===== config.mk =====
export PLATFORM = sky130hd
export DESIGN_NAME = adc_channel_scan_median_core
export DESIGN_NICKNAME = d
export VERILOG_FILES = /design/src/rtl/core/acsm_pkg.sv /design/src/rtl/core/acsm_median.sv /design/src/rtl/core/acsm_scan_ctrl.sv /design/src/rtl/core/adc_channel_scan_median_core.sv
export SDC_FILE = /design/constraint.sdc
export NUM_CORES = 1
export LEC_CHECK = 0
export CORE_ASPECT_RATIO = 1.2
export CORE_MARGIN = 3
export CORE_UTILIZATION = 40
export DETAILED_ROUTE_END_ITERATION = 7
export DONT_BUFFER_PORTS = 1
export SYNTH_ARGS = -nofsm -noshare
export SYNTH_HDL_FRONTEND = slang
export SYNTH_SLANG_ARGS = --single-unit

===== constraint.sdc =====
create_clock -name clk_i -period 7.4 [get_ports clk_i]
set_clock_uncertainty 0.2 [all_clocks]
set_input_delay 0.74 -clock clk_i [delete_from_list [all_inputs] [get_ports clk_i]]
set_output_delay 0.74 -clock clk_i [all_outputs]
set_load 0.05 [all_outputs]

===== src/rtl/core/acsm_pkg.sv =====
// Shared types and constants of the ADC channel scan median filter.
`timescale 1ns / 1ps
package acsm_pkg;

  localparam int unsigned SampleBitsDef  = 12;
  localparam int unsigned KeptSamplesDef = 5;
  localparam int unsigned ChanW          = 4;
  localparam int unsigned SlotW          = 2;
  localparam int unsigned CfgIdxW        = 2;

  typedef logic [ChanW-1:0] chan_t;
  typedef logic [SlotW-1:0] slot_t;

  typedef enum logic [CfgIdxW-1:0] {
    CFG_FIRST_CHANNEL  = 2'd0,
    CFG_SECOND_CHANNEL = 2'd1,
    CFG_THIRD_CHANNEL  = 2'd2
  } cfg_idx_e;

  localparam slot_t SlotFirst  = 2'd0;
  localparam slot_t SlotSecond = 2'd1;
  localparam slot_t SlotThird  = 2'd2;

  localparam chan_t FirstChanRst  = 4'd0;
  localparam chan_t SecondChanRst = 4'd1;
  localparam chan_t ThirdChanRst  = 4'd2;

  typedef struct packed {
    logic  emit;
    slot_t slot;
    logic  round_done;
    chan_t next_channel;
  } scan_res_t;

endpackage


===== src/rtl/core/acsm_median.sv =====
// Rank-based median select over one set of kept samples.
`timescale 1ns / 1ps
module acsm_median #(
  parameter int unsigned SampleBits  = acsm_pkg::SampleBitsDef,
  parameter int unsigned KeptSamples = acsm_pkg::KeptSamplesDef
) (
  input  logic [KeptSamples-1:0][SampleBits-1:0] set_i,
  output logic [SampleBits-1:0]                  median_o
);
  import acsm_pkg::*;

  localparam int unsigned RankW   = $clog2(KeptSamples);
  localparam int unsigned MidRank = KeptSamples / 2;

  logic [KeptSamples-1:0][RankW-1:0] rank;

  // Rank each element; equal values are ordered by position, so ranks are unique.
  always_comb begin
    for (int i = 0; i < KeptSamples; i++) begin
      rank[i] = '0;
      for (int j = 0; j < KeptSamples; j++) begin
        if (j != i) begin
          if ((set_i[j] < set_i[i]) || ((set_i[j] == set_i[i]) && (j < i))) begin
            rank[i] = rank[i] + RankW'(1);
          end
        end
      end
    end
  end

  always_comb begin
    median_o = '0;
    for (int i = 0; i < KeptSamples; i++) begin
      if (rank[i] == RankW'(MidRank)) begin
        median_o = set_i[i];
      end
    end
  end

endmodule


===== src/rtl/core/acsm_scan_ctrl.sv =====
// Channel registers, per-channel sample counter, slot sequencer and sample store.
`timescale 1ns / 1ps
module acsm_scan_ctrl #(
  parameter int unsigned SampleBits  = acsm_pkg::SampleBitsDef,
  parameter int unsigned KeptSamples = acsm_pkg::KeptSamplesDef
) (
  input  logic                                   clk_i,
  input  logic                                   rst_ni,
  input  logic                                   accept_i,
  input  logic [SampleBits-1:0]                  sample_i,
  input  logic                                   cfg_valid_i,
  input  logic [acsm_pkg::CfgIdxW-1:0]           cfg_index_i,
  input  acsm_pkg::chan_t                        cfg_data_i,
  output acsm_pkg::scan_res_t                    res_o,
  output logic [KeptSamples-1:0][SampleBits-1:0] set_o
);
  import acsm_pkg::*;

  localparam int unsigned CntW = $clog2(KeptSamples + 1);
  localparam logic [CntW-1:0] CntLast = CntW'(KeptSamples);

  chan_t           chan0_q, chan1_q, chan2_q;
  logic [CntW-1:0] cnt_q, cnt_d;
  slot_t           slot_q, slot_d;
  logic            complete;
  chan_t           next_chan;
  logic            round_done;

  logic [SampleBits-1:0] kept_q [KeptSamples-1];

  always_ff @(posedge clk_i or negedge rst_ni) begin
    if (!rst_ni) begin
      chan0_q <= FirstChanRst;
      chan1_q <= SecondChanRst;
      chan2_q <= ThirdChanRst;
    end else if (cfg_valid_i) begin
      if (cfg_index_i == CFG_FIRST_CHANNEL) begin
        chan0_q <= cfg_data_i;
      end
      if (cfg_index_i == CFG_SECOND_CHANNEL) begin
        chan1_q <= cfg_data_i;
      end
      if (cfg_index_i == CFG_THIRD_CHANNEL) begin
        chan2_q <= cfg_data_i;
      end
    end
  end

  // A count past the last kept sample also completes the set.
  assign complete = (cnt_q >= CntLast);

  always_comb begin
    unique case (slot_q)
      SlotFirst: begin
        next_chan  = chan1_q;
        round_done = 1'b0;
        slot_d     = SlotSecond;
      end
      SlotSecond: begin
        next_chan  = chan2_q;
        round_done = 1'b0;
        slot_d     = SlotThird;
      end
      default: begin
        next_chan  = chan0_q;
        round_done = 1'b1;
        slot_d     = SlotFirst;
      end
    endcase
  end

  always_comb begin
    cnt_d = cnt_q;
    if (accept_i) begin
      cnt_d = complete ? '0 : cnt_q + CntW'(1);
    end
  end

  always_ff @(posedge clk_i or negedge rst_ni) begin
    if (!rst_ni) begin
      cnt_q  <= '0;
      slot_q <= SlotFirst;
    end else begin
      cnt_q <= cnt_d;
      if (accept_i && complete) begin
        slot_q <= slot_d;
      end
    end
  end

  // Count zero is the settling sample after a switch: store nothing.
  always_ff @(posedge clk_i) begin
    for (int i = 0; i < KeptSamples - 1; i++) begin
      if (accept_i && (cnt_q == CntW'(i + 1))) begin
        kept_q[i] <= sample_i;
      end
    end
  end

  for (genvar g = 0; g < KeptSamples - 1; g++) begin : g_set
    assign set_o[g] = kept_q[g];
  end
  assign set_o[KeptSamples-1] = sample_i;

  assign res_o.emit         = accept_i && complete;
  assign res_o.slot         = slot_q;
  assign res_o.round_done   = round_done;
  assign res_o.next_channel = next_chan;

endmodule


===== src/rtl/core/adc_channel_scan_median_core.sv =====
// ADC channel scan median filter: top level with input and result registers.
// The median, one compare layer and a rank select, sits between stage 1 and the output.
// Throughput: one sample per cycle unless a held result stalls stage 1.
// Only the completing sample of each channel occupies the two result stages.
// Reset: asynchronous active low; clears counters, slot, valids and loads the
// default channel codes 0, 1, 2. The sample store is not cleared.
`timescale 1ns / 1ps
module adc_channel_scan_median_core #(
  parameter int unsigned SAMPLE_BITS  = acsm_pkg::SampleBitsDef,
  parameter int unsigned KEPT_SAMPLES = acsm_pkg::KeptSamplesDef
) (
  input  logic                         clk_i,
  input  logic                         rst_ni,
  input  logic                         in_valid_i,
  output logic                         in_ready_o,
  input  logic [SAMPLE_BITS-1:0]       sample_i,
  output logic                         out_valid_o,
  input  logic                         out_ready_i,
  output acsm_pkg::slot_t              slot_o,
  output logic [SAMPLE_BITS-1:0]       median_value_o,
  output logic                         round_done_o,
  output acsm_pkg::chan_t              next_channel_o,
  input  logic                         cfg_valid_i,
  output logic                         cfg_ready_o,
  input  logic [acsm_pkg::CfgIdxW-1:0] cfg_index_i,
  input  acsm_pkg::chan_t              cfg_data_i
);
  import acsm_pkg::*;

  logic      accept;
  scan_res_t res;
  logic [KEPT_SAMPLES-1:0][SAMPLE_BITS-1:0] set;

  logic      s1_valid_q;
  scan_res_t s1_res_q;
  logic [KEPT_SAMPLES-1:0][SAMPLE_BITS-1:0] s1_set_q;
  logic      s1_adv;
  logic [SAMPLE_BITS-1:0] median;

  logic out_valid_q;

  assign cfg_ready_o = 1'b1;
  assign s1_adv      = s1_valid_q && (!out_valid_q || out_ready_i);
  assign in_ready_o  = !s1_valid_q || s1_adv;
  assign accept      = in_valid_i && in_ready_o;

  acsm_scan_ctrl #(
    .SampleBits (SAMPLE_BITS),
    .KeptSamples(KEPT_SAMPLES)
  ) u_scan_ctrl (
    .clk_i      (clk_i),
    .rst_ni     (rst_ni),
    .accept_i   (accept),
    .sample_i   (sample_i),
    .cfg_valid_i(cfg_valid_i),
    .cfg_index_i(cfg_index_i),
    .cfg_data_i (cfg_data_i),
    .res_o      (res),
    .set_o      (set)
  );

  always_ff @(posedge clk_i or negedge rst_ni) begin
    if (!rst_ni) begin
      s1_valid_q  <= 1'b0;
      out_valid_q <= 1'b0;
    end else begin
      if (res.emit) begin
        s1_valid_q <= 1'b1;
      end else if (s1_adv) begin
        s1_valid_q <= 1'b0;
      end
      if (s1_adv) begin
        out_valid_q <= 1'b1;
      end else if (out_ready_i) begin
        out_valid_q <= 1'b0;
      end
    end
  end

  // Payload stages: load only on a completing request or an advance.
  always_ff @(posedge clk_i) begin
    if (res.emit) begin
      s1_res_q <= res;
      s1_set_q <= set;
    end
    if (s1_adv) begin
      slot_o         <= s1_res_q.slot;
      median_value_o <= median;
      round_done_o   <= s1_res_q.round_done;
      next_channel_o <= s1_res_q.next_channel;
    end
  end

  acsm_median #(
    .SampleBits (SAMPLE_BITS),
    .KeptSamples(KEPT_SAMPLES)
  ) u_median (
    .set_i   (s1_set_q),
    .median_o(median)
  );

  assign out_valid_o = out_valid_q;

endmodule


# ---- After elaboration in Yosys (flattened, before gate mapping)
# Memory sizes are Yosys's and may differ from the RTL's. A register that Yosys moved wholly into a read port is not among the register bits.
# Index checks and enable logic that the tools add are counted.
dict set report totals {
  rom_bits 0
  input_bits 23
  out_inout_bits 22
  mem_count 1
  ff_bits 57
  latch_bits 0
  ramBits 48
}
# memory words width rd rd_ports_with_merged_regs write_ports line
set mem_list {}
lappend mem_list {u_scan_ctrl.kept_q 4 12 4 4 1 acsm_scan_ctrl.sv:29} ;# logic [SampleBits-1:0] kept_q [KeptSamples-1];
dict set report classes {
  div 0
  add_sub_neg 16
  n_bitwise 0
  mul 0
  shifts 0
  order_cmp 21
  mux 50
  n_reduce_logical 32
  n_eq_ne 22
}
# op count
set ops {}
lappend ops {{$lt A12 B12 Y1} 20}
lappend ops {{$eq A12 B12 Y1} 10}
lappend ops {{$mux W12} 8}
lappend ops {{$add A3 B1 Y3 const B} 16}
lappend ops {{$mux W3} 16}
lappend ops {{$reduce_or A12 Y1} 3}
lappend ops {{$eq A3 B2 Y1 const B} 7}
lappend ops {{$mux W1} 21}
lappend ops {{$logic_or A1 B1 Y1} 12}
lappend ops {{$pmux W4 S2} 1}
lappend ops {{$logic_and A1 B1 Y1} 7}
lappend ops {{$mux W2} 3}
lappend ops {{$reduce_and A2 Y1} 3}
lappend ops {{$eq A2 B1 Y1 const B} 2}
lappend ops {{$logic_not A2 Y1} 2}
lappend ops {{$pmux W2 S2} 1}
lappend ops {{$reduce_bool A2 Y1} 2}
lappend ops {{$eq A3 B1 Y1 const B} 1}
lappend ops {{$eq A3 B3 Y1 const B} 1}
lappend ops {{$ge A3 B3 Y1 const B} 1}
lappend ops {{$eq A2 B2 Y1 const B} 1}
lappend ops {{$logic_not A1 Y1} 2}
lappend ops {{$reduce_or A2 Y1} 1}

# ---- Logic depth before layout (Yosys ltp)
# Gate-level depths: netlist of the first run.
dict set report depth {
  depth_word 14
  ltp_mapped 19
  mapped_depth_nobuf 18
}

# ---- Cells and area by module
# From an unflattened synthesis of the first run, not the netlist that was laid out.
dict set report hier_totals {
  cells_unflattened 705
  hier_area_um2 8978.6
}
# module cells_each seq_area_each_um2 area_each_um2 n_inst
set by_module_without_submodules {}
lappend by_module_without_submodules {acsm_median 475 0.0 3847.4 1}
lappend by_module_without_submodules {adc_channel_scan_median_core 96 2632.5 2697.6 1}
lappend by_module_without_submodules {acsm_scan_ctrl 134 1869.3 2433.6 1}

# ---- Worst setup path after synthesis of the first run
# Ideal clock, no wire load.
dict set report synth_path {
  path_kind {reg-to-reg}
  start {register s1_set_q[5] in the netlist's numbering, read port of u_scan_ctrl.kept_q}
  end {register median_value_o[10], data pin}
  path_stages_with_launch 16
  arrival_ps 3649
  required_ps 6933
  setup_slack_ps 3284
  path_cell_list {edfxtp_1 > ha_1 > a21o_1 > a221o_1 > a221o_1 > o22a_1 > buf_6 > clkinv_4 > ha_1 > xnor2_1 > ha_1 > and3b_1 > mux4_2 > clkbuf_1 > nand3_1 > o221ai_2}
}
dict set report synth_between {
  elab_chain_cells 14
  word_cells_on_any_way 61
  cone_classes {add/sub: 15; order compare: 8; eq/ne: 9; mux: 25; reduce/logical: 4}
}
# item line
set synth_rtl {}
lappend synth_rtl {{start: declaration} adc_channel_scan_median_core.sv:36} ;# logic [KEPT_SAMPLES-1:0][SAMPLE_BITS-1:0] s1_set_q;
lappend synth_rtl {{$lt A12 B12 Y1 or $eq A12 B12 Y1 (tied branches)} acsm_median.sv:23} ;# if ((set_i[j] < set_i[i]) || ((set_i[j] == set_i[i]) && (j < i))) begin
lappend synth_rtl {{$mux W1 or $logic_or A1 B1 Y1 (tied branches)} acsm_median.sv:23}
lappend synth_rtl {{$add A3 B1 Y3 or $mux W1 (tied branches)} {acsm_median.sv:24, acsm_median.sv:23}}
lappend synth_rtl {{$mux W3 or $add A3 B1 Y3 (tied branches)} {acsm_median.sv:23, acsm_median.sv:24}}
lappend synth_rtl {{$add A3 B1 Y3 or $mux W3 (tied branches)} {acsm_median.sv:24, acsm_median.sv:23}}
lappend synth_rtl {{$mux W3 or $add A3 B1 Y3 (tied branches)} {acsm_median.sv:23, acsm_median.sv:24}}
lappend synth_rtl {{$add A3 B1 Y3 or $mux W3 (tied branches)} {acsm_median.sv:24, acsm_median.sv:23}}
lappend synth_rtl {{$mux W3 or $add A3 B1 Y3 (tied branches)} {acsm_median.sv:23, acsm_median.sv:24}}
lappend synth_rtl {{$eq A3 B2 Y1 or $mux W3 (tied branches)} {acsm_median.sv:34, acsm_median.sv:23}}
lappend synth_rtl {{$mux W12 or $eq A3 B2 Y1 (tied branches)} acsm_median.sv:34} ;# if (rank[i] == RankW'(MidRank)) begin
lappend synth_rtl {{$mux W12 (3 in a row)} acsm_median.sv:34}
lappend synth_rtl {{$mux W12 (*)} acsm_median.sv:34}
lappend synth_rtl {{via median[10]} adc_channel_scan_median_core.sv:38} ;# logic [SAMPLE_BITS-1:0] median;
lappend synth_rtl {{end signal: assignment} adc_channel_scan_median_core.sv:88} ;# median_value_o <= median;
lappend synth_rtl {{end: declaration} adc_channel_scan_median_core.sv:20} ;# output logic [SAMPLE_BITS-1:0] median_value_o,
# The timed path passes the listed nets; every way through them passes the cells marked *.
# A chain may end at the register's enable or synchronous reset.

# ---- Worst setup path after layout of the first run
dict set report layout_path {
  start {register s1_set_q[9] in the netlist's numbering, read port of u_scan_ctrl.kept_q}
  end {register median_value_o[9], data pin}
}
# Same word-level chain as after synthesis.

==> results of run 1 <==
through the flow:
stage	hold slack [ns]	utilization	total power (uW)
floorplan	0.200	-	2300
global placement	0.201	0.423	2570
detailed placement	0.205	0.423	2650
CTS	0.189	0.452	3540
global route	0.182	0.452	3730
finish	0.210	0.452	3520
cell families after synthesis:
group / share of synthesized area
other: 0.000419
AO/OA/AOI/OAI: 0.128
multiplexers: 0.0243
buffers and inverters: 0.0372
AND/OR/NAND/NOR: 0.105
XOR/XNOR: 0.00587
adder cells (fa/ha/maj): 0.196
flip-flops: 0.503
power groups by stage:
| stage | clock [uW] | sequential (uW) | combinational (uW) |
|---|---|---|---|
| after floorplan | 0 | 1340 | 957 |
| after global placement | 0 | 1400 | 1160 |
| after detailed placement | 0 | 1410 | 1240 |
| after CTS | 897 | 1390 | 1250 |
| after global routing | 934 | 1400 | 1390 |
| final | 876 | 1390 | 1260 |
worst max-delay path: stages, from the launching register on:
cell,delay [ns]
sky130_fd_sc_hd__edfxtp_1,0.54
sky130_fd_sc_hd__ha_1,0.37
sky130_fd_sc_hd__a21o_1,0.16
sky130_fd_sc_hd__a21o_1,0.18
sky130_fd_sc_hd__a21oi_1,0.17
sky130_fd_sc_hd__o21ai_0,0.10
sky130_fd_sc_hd__o22ai_1,0.24
sky130_fd_sc_hd__ha_1,0.33
sky130_fd_sc_hd__xnor2_1,0.15
sky130_fd_sc_hd__ha_1,0.20
sky130_fd_sc_hd__nand2b_1,0.15
sky130_fd_sc_hd__or4b_1,0.48
sky130_fd_sc_hd__nand4_1,0.52
sky130_fd_sc_hd__a31o_1,0.65
sky130_fd_sc_hd__o211a_1,0.29
sky130_fd_sc_hd__o221ai_2,0.10
layout make-up:
| class | count | area [um2] | share of cell area |
|---|---|---|---|
| flip-flops and latches | 153 | 4500 | 0.456 |
| repair buffers | 5 | 40.0 | 0.00406 |
| inverters | 65 | 249 | 0.0252 |
| well taps | 274 | 343 | 0.0347 |
| clock buffers | 18 | 450 | 0.0456 |
| multi-input cells | 494 | 4120 | 0.418 |
| clock inverters | 14 | 165 | 0.0167 |
flip-flops by register name, summed over array words and instances, names as in the netlist:
name	cells
median_value_o	12
next_channel_o	4
out_valid_o	1
round_done_o	1
s1_res_q	7
s1_set_q	60
s1_valid_q	1
slot_o	2
u_scan_ctrl.chan0_q	4
u_scan_ctrl.chan1_q	4
u_scan_ctrl.chan2_q	4
u_scan_ctrl.cnt_q	3
u_scan_ctrl.kept_q	48
u_scan_ctrl.slot_q	2
final timing paths:
| kind | from | endpoint | slack (ns) | depth (start not counted) |
|---|---|---|---|---|
| max in group asynchronous | rst_ni | u_scan_ctrl.cnt_q[0] | 5.80 | 1 |
| max | s1_set_q[9] | median_value_o[9] | 2.30 | 15 |
| max reg2reg | s1_set_q[9] | median_value_o[9] | 2.30 | 15 |
| min reg2reg | u_scan_ctrl.kept_q[3][1] | s1_set_q[37] | 0.21 | 0 |
| min in group asynchronous | rst_ni | u_scan_ctrl.chan0_q[2] | 0.67 | 1 |
| min | sample_i[0] | u_scan_ctrl.kept_q[2][0] | 0.21 | 0 |
cell usage in the layout (no fill, tap or decap), types with 17 or more instances in the layout:
cell,instances
sky130_fd_sc_hd__a21o_1,25
sky130_fd_sc_hd__a21oi_1,41
sky130_fd_sc_hd__clkbuf_16,18
sky130_fd_sc_hd__dfrtp_1,17
sky130_fd_sc_hd__edfxtp_1,134
sky130_fd_sc_hd__ha_1,140
sky130_fd_sc_hd__inv_1,62
sky130_fd_sc_hd__nand2_1,47
sky130_fd_sc_hd__nand3_1,23
sky130_fd_sc_hd__nand4_1,27
sky130_fd_sc_hd__o21ai_0,21
layer usage:
layer	vias to the layer above	routed length, um	GRT usage
li1	2787	-	-
met5	-	0	0
met2	178	10900	0.314
met1	2891	9080	0.232
met4	0	1110	0.0984
met3	61	1100	0.0385
==> flow_summary.ini, run 1 <==
[sta]
setup_viol_count_final = 0
timing_worst_slew_pin_value_ns = 1.18
max-slew-margin-rel = 0.215
timing_max_transition_violations_final = 0
period_minus_slack_ns = 5.10
hold_violations = 0
period_share = 0.689
achievable-frequency_mhz = 196
final_critical_path_setup_slack_ns = 2.30
finalSetupTns_ns = 0
rsz0062_at_grt = false

[placed_design]
placement.setup.worst_slack_ns = 2.41
portBuffers = 0
placed_cells_incl_taps = 990
dp.final_hpwl_um = 16700
final_wtd_congestion = 0.875
place_area_um2 = 9250

[routing]
drtIter0Drc = 333
vias_per_cell = 5.78
detail_route.first_pass.iterations = 7
vias = 5917
detail-route-antenna-nets = 0
drt-wirelength-per-cell_um = 21.7
route.final.wire_length_um = 22200
remaining_drc_errors = 0

[layout]
post_route_cells_drive_above_1_share = 0.0948
finish.cell_count_without_fillers = 1023
layout.cell_area.non_filler_um2 = 9870
area.growth.synth_to_final_pct = 10.4
n_fill_cell = 1987
antenna_cells = 0
design.final.nets = 899

[synth]
yosysSeqAreaShare = 0.503
syn_nets = 891
yosys.cell_types.count = 61
synth_commonest_cells = sky130_fd_sc_hd__ha_1, sky130_fd_sc_hd__edfxtp_1, sky130_fd_sc_hd__inv_1
synth_top_cell_by_area = sky130_fd_sc_hd__edfxtp_1
synth_async_sr_flop_share = 0.124
synthesis.area_um2 = 8940
synth.avg_cell_area_um2 = 12.3
synth.top_cell.area_share = 0.450
synth-edff-count = 134
postSynthCellCount = 728
synth_flop_cell = sky130_fd_sc_hd__edfxtp_1
top_count_cell_post_synth = sky130_fd_sc_hd__ha_1
synth-seq-cells = 153
synth-warning-count = 0
netlist_top_cells_area = sky130_fd_sc_hd__edfxtp_1, sky130_fd_sc_hd__ha_1, sky130_fd_sc_hd__dfrtp_1

[global_routing]
via_count_of_the_first_global_routing_pass = 6227
grt_antenna_before_repair = 1
grt-ovfl-total = 0
pin_count_of_the_biggest_net_entering_global_routing = 69
grt_pass1_wl_um = 34600
global_route.usage.total = 0.189

[cts]
path_clk_slew_ns = 0.08
clock_tree.buffer_depth = 2
post-cts-setup-buffers = 0
clock-sinks = 153
cts-hold-fix-buffers = 1
clock_tree.htree_level_count = 4
post_cts.resized_instances = 0
clk-insertion-delay-late_ns = 0.42
tritoncts_clock_tree = yes
cts-buffers-inserted = 17
cts-root-buf = sky130_fd_sc_hd__clkbuf_16

[die]
die_ar_um2 = 24200
die_h_um = 170
design.portCount = 45
horizontal_die_dimension_um = 143
floorplan.rows = 59
start_util = 0.409
floorplan.core_area_um2 = 21900

[flow_run]
cap_viol_max_count = 0

[critical_path]
worstSetupStartpointType = flop
critical_path_rt_ns = 7.35
setup.worst_path.class = flop to flop
end_kind = flop
crit_arrival_ns = 5.05
critical_path.max_fanout = 13

[pwr]
power.switching_fraction = 0.392
power.sequential.fraction = 0.394
p_clk_frac = 0.249
ir_drop_uv = 207
power.density_cell_area_nw_per_um2 = 357
share_comb_of_total_power = 0.357
internal_power_consumption_uw = 2140
cell_leakage_power_uw = 0.00412
p_switching_uw = 1380

[min_path]
min-delay-path-class = primary input to flop

[status]
run_status = completed
(Power assumes the default switching activity.)
==> run 2, diff against run 1 <==
Clock period 7.4 ns to 4.9 ns, I/O delays scaled along.
==> run 2 against run 1 <==
Clock-buffer cell count did not move. Die area is the same. Sequential share of layout area shrank 1.1 points. Cell area rose by 2.5%. Critical path depth rose by 2. Setup slack lost 2.1 ns. Critical endpoint is now median_value_o[1]. Flip-flop and latch count stayed put.
==> flow_summary.ini, run 2 (same netlist as run 1, synthesis figures left out) <==
[sta]
achievable-frequency_mhz = 214
max-slew-margin-rel = 0.160
period_minus_slack_ns = 4.68
hold_violations = 0
period_share = 0.955
rsz0062_at_grt = false
timing_worst_slew_pin_value_ns = 1.26
setup_viol_count_final = 0
timing_max_transition_violations_final = 0

[die]
die_h_um = 170
start_util = 0.409
horizontal_die_dimension_um = 143
design.portCount = 45
floorplan.core_area_um2 = 21900
die_ar_um2 = 24200
floorplan.rows = 59

[critical_path]
end_kind = flop
crit_arrival_ns = 4.63
critical_path_s_slowest_cell = sky130_fd_sc_hd__edfxtp_1
worstSetupStartpointType = flop
setup.worst_path.start = s1_set_q[9]
setup.worst_path.class = flop to flop
crit_top_cell = sky130_fd_sc_hd__ha_1
critical_path.max_fanout = 19
critical_path_rt_ns = 4.85
ordered_cell_list_for_the_critical_path = ha_1 -> nand4_1 -> or3_4 -> a21o_1 -> a21oi_2 -> inv_1 -> ha_1 -> inv_1 -> mux2i_1 -> ha_1 -> or4b_1 -> a21oi_2 -> a211oi_4 -> buf_4 -> buf_4 -> o211ai_1 -> o221ai_2
r2r_start = s1_set_q[9]
critical_path.n_buffers_inverters = 4
r2r_end = median_value_o[1]
regToRegSetupSlack_ns = 0.22
worstRegToRegCells = 17
crit_family = simple AND/OR/NAND/NOR gates
critPathMaxStageDelay_ns = 0.53

[min_path]
min-delay-path-class = primary input to flop
worstHoldPathCells = 1
hp-start = cfg_data_i[3]
holdPathEnd = u_scan_ctrl.chan2_q[3]

[cts]
path_clk_slew_ns = 0.08
cts-buffers-inserted = 17
clock-sinks = 153
tritoncts_clock_tree = yes
clock_tree.buffer_depth = 2
clk-insertion-delay-late_ns = 0.42
cts-root-buf = sky130_fd_sc_hd__clkbuf_16
clock_tree.htree_level_count = 4

[routing]
remaining_drc_errors = 0
detail_route.first_pass.iterations = 6
drt-wirelength-per-cell_um = 21.4
vias = 5951
drtIter0Drc = 352
vias_per_cell = 5.66
route.final.wire_length_um = 22500
detail-route-antenna-nets = 0

[global_routing]
global_route.usage.total = 0.189
grt_antenna_before_repair = 1
via_count_of_the_first_global_routing_pass = 6187
grt-ovfl-total = 0
pin_count_of_the_biggest_net_entering_global_routing = 30
grt_pass1_wl_um = 34800

[layout]
area.growth.synth_to_final_pct = 13.1
finish.cell_count_without_fillers = 1052
top_regs = s1_set_q (60), u_scan_ctrl.kept_q (48), median_value_o (12)
n_fill_cell = 1941
design.final.nets = 927
post_route_cells_drive_above_1_share = 0.116
mostFrequentLayoutCell = sky130_fd_sc_hd__ha_1
layout_common_cells = sky130_fd_sc_hd__ha_1, sky130_fd_sc_hd__edfxtp_1, sky130_fd_sc_hd__inv_1, sky130_fd_sc_hd__nand2_1, sky130_fd_sc_hd__a21oi_1
largest_register_ffs = 60
largest-register = s1_set_q

[pwr]
power.density_cell_area_nw_per_um2 = 533
ir_drop_uv = 327
power.total_uw = 5390
cell_leakage_power_uw = 0.00424

[placed_design]
portBuffers = 0
final_wtd_congestion = 0.872
placed_cells_incl_taps = 1001
dp.final_hpwl_um = 17200

[status]
run_status = completed

[flow_run]
cap_viol_max_count = 0
==> run 2: changes by cell type in the layout (fill, tap and decap cells not counted), moves of 2 or more <==
cell,previous run,this run
sky130_fd_sc_hd__dlygate4sd3_1,1,15
sky130_fd_sc_hd__buf_4,4,18
sky130_fd_sc_hd__a21oi_1,41,39
sky130_fd_sc_hd__clkinv_8,4,1
sky130_fd_sc_hd__inv_8,5,7
sky130_fd_sc_hd__a21oi_2,0,2
==> run 2: how the worst max path moves through the flow <==
stage	cells past startpoint	slack (ns)	end
after floorplan	15	0.78	median_value_o[10]
after global placement	18	0.05	median_value_o[1]
after detailed placement	18	-0.04	median_value_o[4]
after CTS	18	0.1	median_value_o[1]
after global routing	18	0.04	median_value_o[3]
final	17	0.22	median_value_o[1]
==> run 2: what timing repair did <==
item                       CTS  global route
setup endpoints to repair    6             6
gates resized for setup      1             4
hold buffers                13             2
hold endpoints to repair    79             2
buffers inserted             0             3
==> run 2: final cells by class <==
class,instances,area [um2],share of cell area
Clock inverter,14,141,0.0140
Clock buffer,18,450,0.0445
Tap cell,274,343,0.0339
Multi-Input combinational cell,494,4150,0.410
Inverter,65,249,0.0246
Timing Repair Buffer,33,285,0.0282
Sequential cell,153,4500,0.445
Antenna cell,1,2.50,0.000247
==> run 2: per-layer routing <==
layer | global-route usage | part of all wire | wire length (um) | vias up
li1 | - | - | - | 2846
met1 | 0.232 | 0.42 | 9340 | 2896
met2 | 0.328 | 0.51 | 11500 | 166
met3 | 0.0346 | 0.043 | 967 | 43
met4 | 0.0736 | 0.032 | 718 | 0
met5 | 0 | 0 | 0 | -
==> run 2: through the flow <==
stage | util | worst slack (ns) | hold WS (ns) | cell area, um2 | setup TNS [ns]
2_1_floorplan | - | 0.784 | -0.00559 | 8940 | 0
3_3_place_gp | 0.427 | 0.0484 | -0.00509 | 9330 | 0
3_5_place_dp | 0.427 | -0.0405 | -0.00507 | 9330 | -0.112
4_1_cts | 0.460 | 0.0977 | 0.000813 | 10100 | 0
5_1_grt | 0.463 | 0.0440 | 0.00169 | 10100 | 0
6_report | 0.463 | 0.222 | 0.0184 | 10100 | 0
==> run 2: power by group <==
part | switching [uW] | leakage [uW] | internal, uW | total (uW)
registers | 321 | 0.00145 | 1760 | 2080
clock network | 600 | 0.000297 | 712 | 1310
logic | 1200 | 0.00250 | 807 | 2000
==> run 3, diff against run 2 <==
Settings changed: CORE_UTILIZATION 40 to 55, PLACE_DENSITY from default to 0.7.
==> run 3 against run 2 <==
Setup slack lost 0.023 ns. Global-route usage grew 7.0 points. Sequential power is essentially flat. Critical endpoint is now median_value_o[10]. Register-to-register slack lost 0.02 ns. Routed wire length shrank 3.1%. First-iteration DRC count grew 11%. Via count grew 1.4%. Clock power shrank 3%. Total power shrank 1.3%. Sequential share of layout area grew 0.85 points. Clock-buffer cell count grew 2. Cell area shrank 1.9%.
==> flow_summary.ini, run 3 (same netlist as run 1, synthesis figures left out) <==
[critical_path]
critPathMaxStageDelay_ns = 0.51
crit_arrival_ns = 4.66
critical_path.n_buffers_inverters = 2
end_kind = flop
ordered_cell_list_for_the_critical_path = ha_1 -> nand4_1 -> nor3_4 -> a21boi_1 -> a2111o_1 -> a41o_1 -> inv_1 -> ha_1 -> xnor2_1 -> ha_1 -> or4b_1 -> a21oi_1 -> a211oi_4 -> buf_4 -> o211ai_1 -> o221ai_2
critical_path_s_slowest_cell = sky130_fd_sc_hd__edfxtp_1
critical_path_rt_ns = 4.86
regToRegSetupSlack_ns = 0.20
crit_family = compound AO/OA/AOI/OAI gates
critical_path.max_fanout = 18
worstSetupStartpointType = flop
crit_top_cell = sky130_fd_sc_hd__ha_1
setup.worst_path.class = flop to flop

[sta]
achievable-frequency_mhz = 213
worst_hold_slack_ns = 0.0181
finalSetupTns_ns = 0
period_share = 0.959
rsz0062_at_grt = false
timing_worst_slew_pin_value_ns = 1.07
timing_max_transition_violations_final = 0
max-slew-margin-rel = 0.287
setup_viol_count_final = 0
period_minus_slack_ns = 4.70
hold_violations = 0

[cts]
clock_tree.buffer_depth = 2
clock_tree.htree_level_count = 4
cts-buffers-inserted = 17
cts-root-buf = sky130_fd_sc_hd__clkbuf_16
clock-sinks = 153
post-cts-setup-buffers = 0
path_clk_slew_ns = 0.07
tritoncts_clock_tree = yes
clk-insertion-delay-late_ns = 0.42

[global_routing]
grt_pass1_wl_um = 34700
global_route.usage.total = 0.259
via_count_of_the_first_global_routing_pass = 6428
grt_antenna_before_repair = 0
pin_count_of_the_biggest_net_entering_global_routing = 41
grt-ovfl-total = 0

[placed_design]
portBuffers = 0
final_wtd_congestion = 1.00
dp.final_hpwl_um = 16600

[pwr]
ir_drop_uv = 393
power.density_cell_area_nw_per_um2 = 536
cell_leakage_power_uw = 0.00418
power.total_uw = 5320

[routing]
drtIter0Drc = 390
vias = 6036
route.final.wire_length_um = 21800
drt-wirelength-per-cell_um = 22.3
detail_route.first_pass.iterations = 5
detail-route-antenna-nets = 0
vias_per_cell = 6.19
remaining_drc_errors = 0

[layout]
n_fill_cell = 1237
largest-register = s1_set_q
area.growth.synth_to_final_pct = 11.0
finish.utilization = 0.630
largest_register_ffs = 60
design.final.nets = 917
top_regs = s1_set_q (60), u_scan_ctrl.kept_q (48), median_value_o (12)
post_route_cells_drive_above_1_share = 0.0978
layout_common_cells = sky130_fd_sc_hd__ha_1, sky130_fd_sc_hd__edfxtp_1, sky130_fd_sc_hd__inv_1, sky130_fd_sc_hd__nand2_1, sky130_fd_sc_hd__a21oi_1
antenna_cells = 0
mostFrequentLayoutCell = sky130_fd_sc_hd__ha_1

[die]
die_h_um = 146
start_util = 0.567
die_ar_um2 = 17800
floorplan.core_area_um2 = 15800
floorplan.rows = 50
design.portCount = 45
horizontal_die_dimension_um = 122

[min_path]
min-delay-path-class = primary input to flop

[status]
run_status = completed

[flow_run]
cap_viol_max_count = 0
-- run 3: changes by cell type in the layout (fill, tap and decap cells not counted), sizes merged --
cell | previous run | this run
inv | 74 | 68
dlygate4sd3 | 15 | 13
buf | 18 | 10
clkinvlp | 0 | 3
clkbuf | 18 | 20
bufinv | 0 | 2
clkinv | 5 | 4
diode | 1 | 0
-- run 3: per-stage QoR --
step | worst slack (ns) | instance area, um2 | std cells
floorplan | 0.784 | 8940 | 728
global placement | 0.141 | 9210 | 930
detailed placement | 0.125 | 9210 | 930
CTS | 0.109 | 9920 | 975
global route | 0.0212 | 9930 | 975
finish | 0.199 | 9930 | 975
-- run 3: path summary, 6_finish.rpt --
check                                     startpoint                endpoint  depth (start not counted)
max                                     s1_set_q[59]      median_value_o[10]                         16
min in group asynchronous                     rst_ni  u_scan_ctrl.chan1_q[1]                          1
min reg2reg                u_scan_ctrl.kept_q[2][11]            s1_set_q[35]                          0
max in group asynchronous                     rst_ni             out_valid_o                          1
min                                    cfg_data_i[2]  u_scan_ctrl.chan2_q[2]                          1
max reg2reg                             s1_set_q[59]      median_value_o[10]                         16
-- run 3: layer usage --
layer / global-route usage / vias to the layer above / wire length, um
met5: 0 / - / 0
met4: 0.113 / 0 / 808
met3: 0.0560 / 52 / 1180
met2: 0.406 / 190 / 10200
met1: 0.347 / 2962 / 9600
li1: - / 2832 / -
-- run 3: cell type report --
| type | instances | area (um2) | area share |
|---|---|---|---|
| Sequential cell | 153 | 4500 | 0.453 |
| Multi-Input combinational cell | 494 | 4130 | 0.416 |
| Clock buffer | 20 | 437 | 0.0440 |
| Tap cell | 208 | 260 | 0.0262 |
| Inverter | 65 | 250 | 0.0252 |
| Timing Repair Buffer | 23 | 205 | 0.0207 |
| Clock inverter | 12 | 140 | 0.0141 |
-- run 3: what timing repair did --
| item | in CTS | in global routing |
|---|---|---|
| setup endpoints to repair | 0 | 12 |
| hold buffers | 13 | 0 |
| gates resized for setup | 0 | 3 |
| endpoints found under the hold margin | 79 | 0 |
-- run 3: where the power goes --
group / internal [uW] / switching [uW] / leakage, uW / total, uW
Combinational: 794 / 1160 / 0.00246 / 1960
Sequential: 1760 / 333 / 0.00145 / 2090
Clock: 757 / 515 / 0.000272 / 1270
-- run 3: worst register-to-register path: stages, from the launching register on --
cell and delay, ns:
sky130_fd_sc_hd__edfxtp_1 0.51, sky130_fd_sc_hd__ha_1 0.37, sky130_fd_sc_hd__nand4_1 0.20, sky130_fd_sc_hd__nor3_4 0.31
sky130_fd_sc_hd__a21boi_1 0.27, sky130_fd_sc_hd__a2111o_1 0.25, sky130_fd_sc_hd__a41o_1 0.16, sky130_fd_sc_hd__inv_1 0.05
sky130_fd_sc_hd__ha_1 0.34, sky130_fd_sc_hd__xnor2_1 0.16, sky130_fd_sc_hd__ha_1 0.31, sky130_fd_sc_hd__or4b_1 0.45
sky130_fd_sc_hd__a21oi_1 0.26, sky130_fd_sc_hd__a211oi_4 0.09, sky130_fd_sc_hd__buf_4 0.25, sky130_fd_sc_hd__o211ai_1 0.14
sky130_fd_sc_hd__o221ai_2 0.12
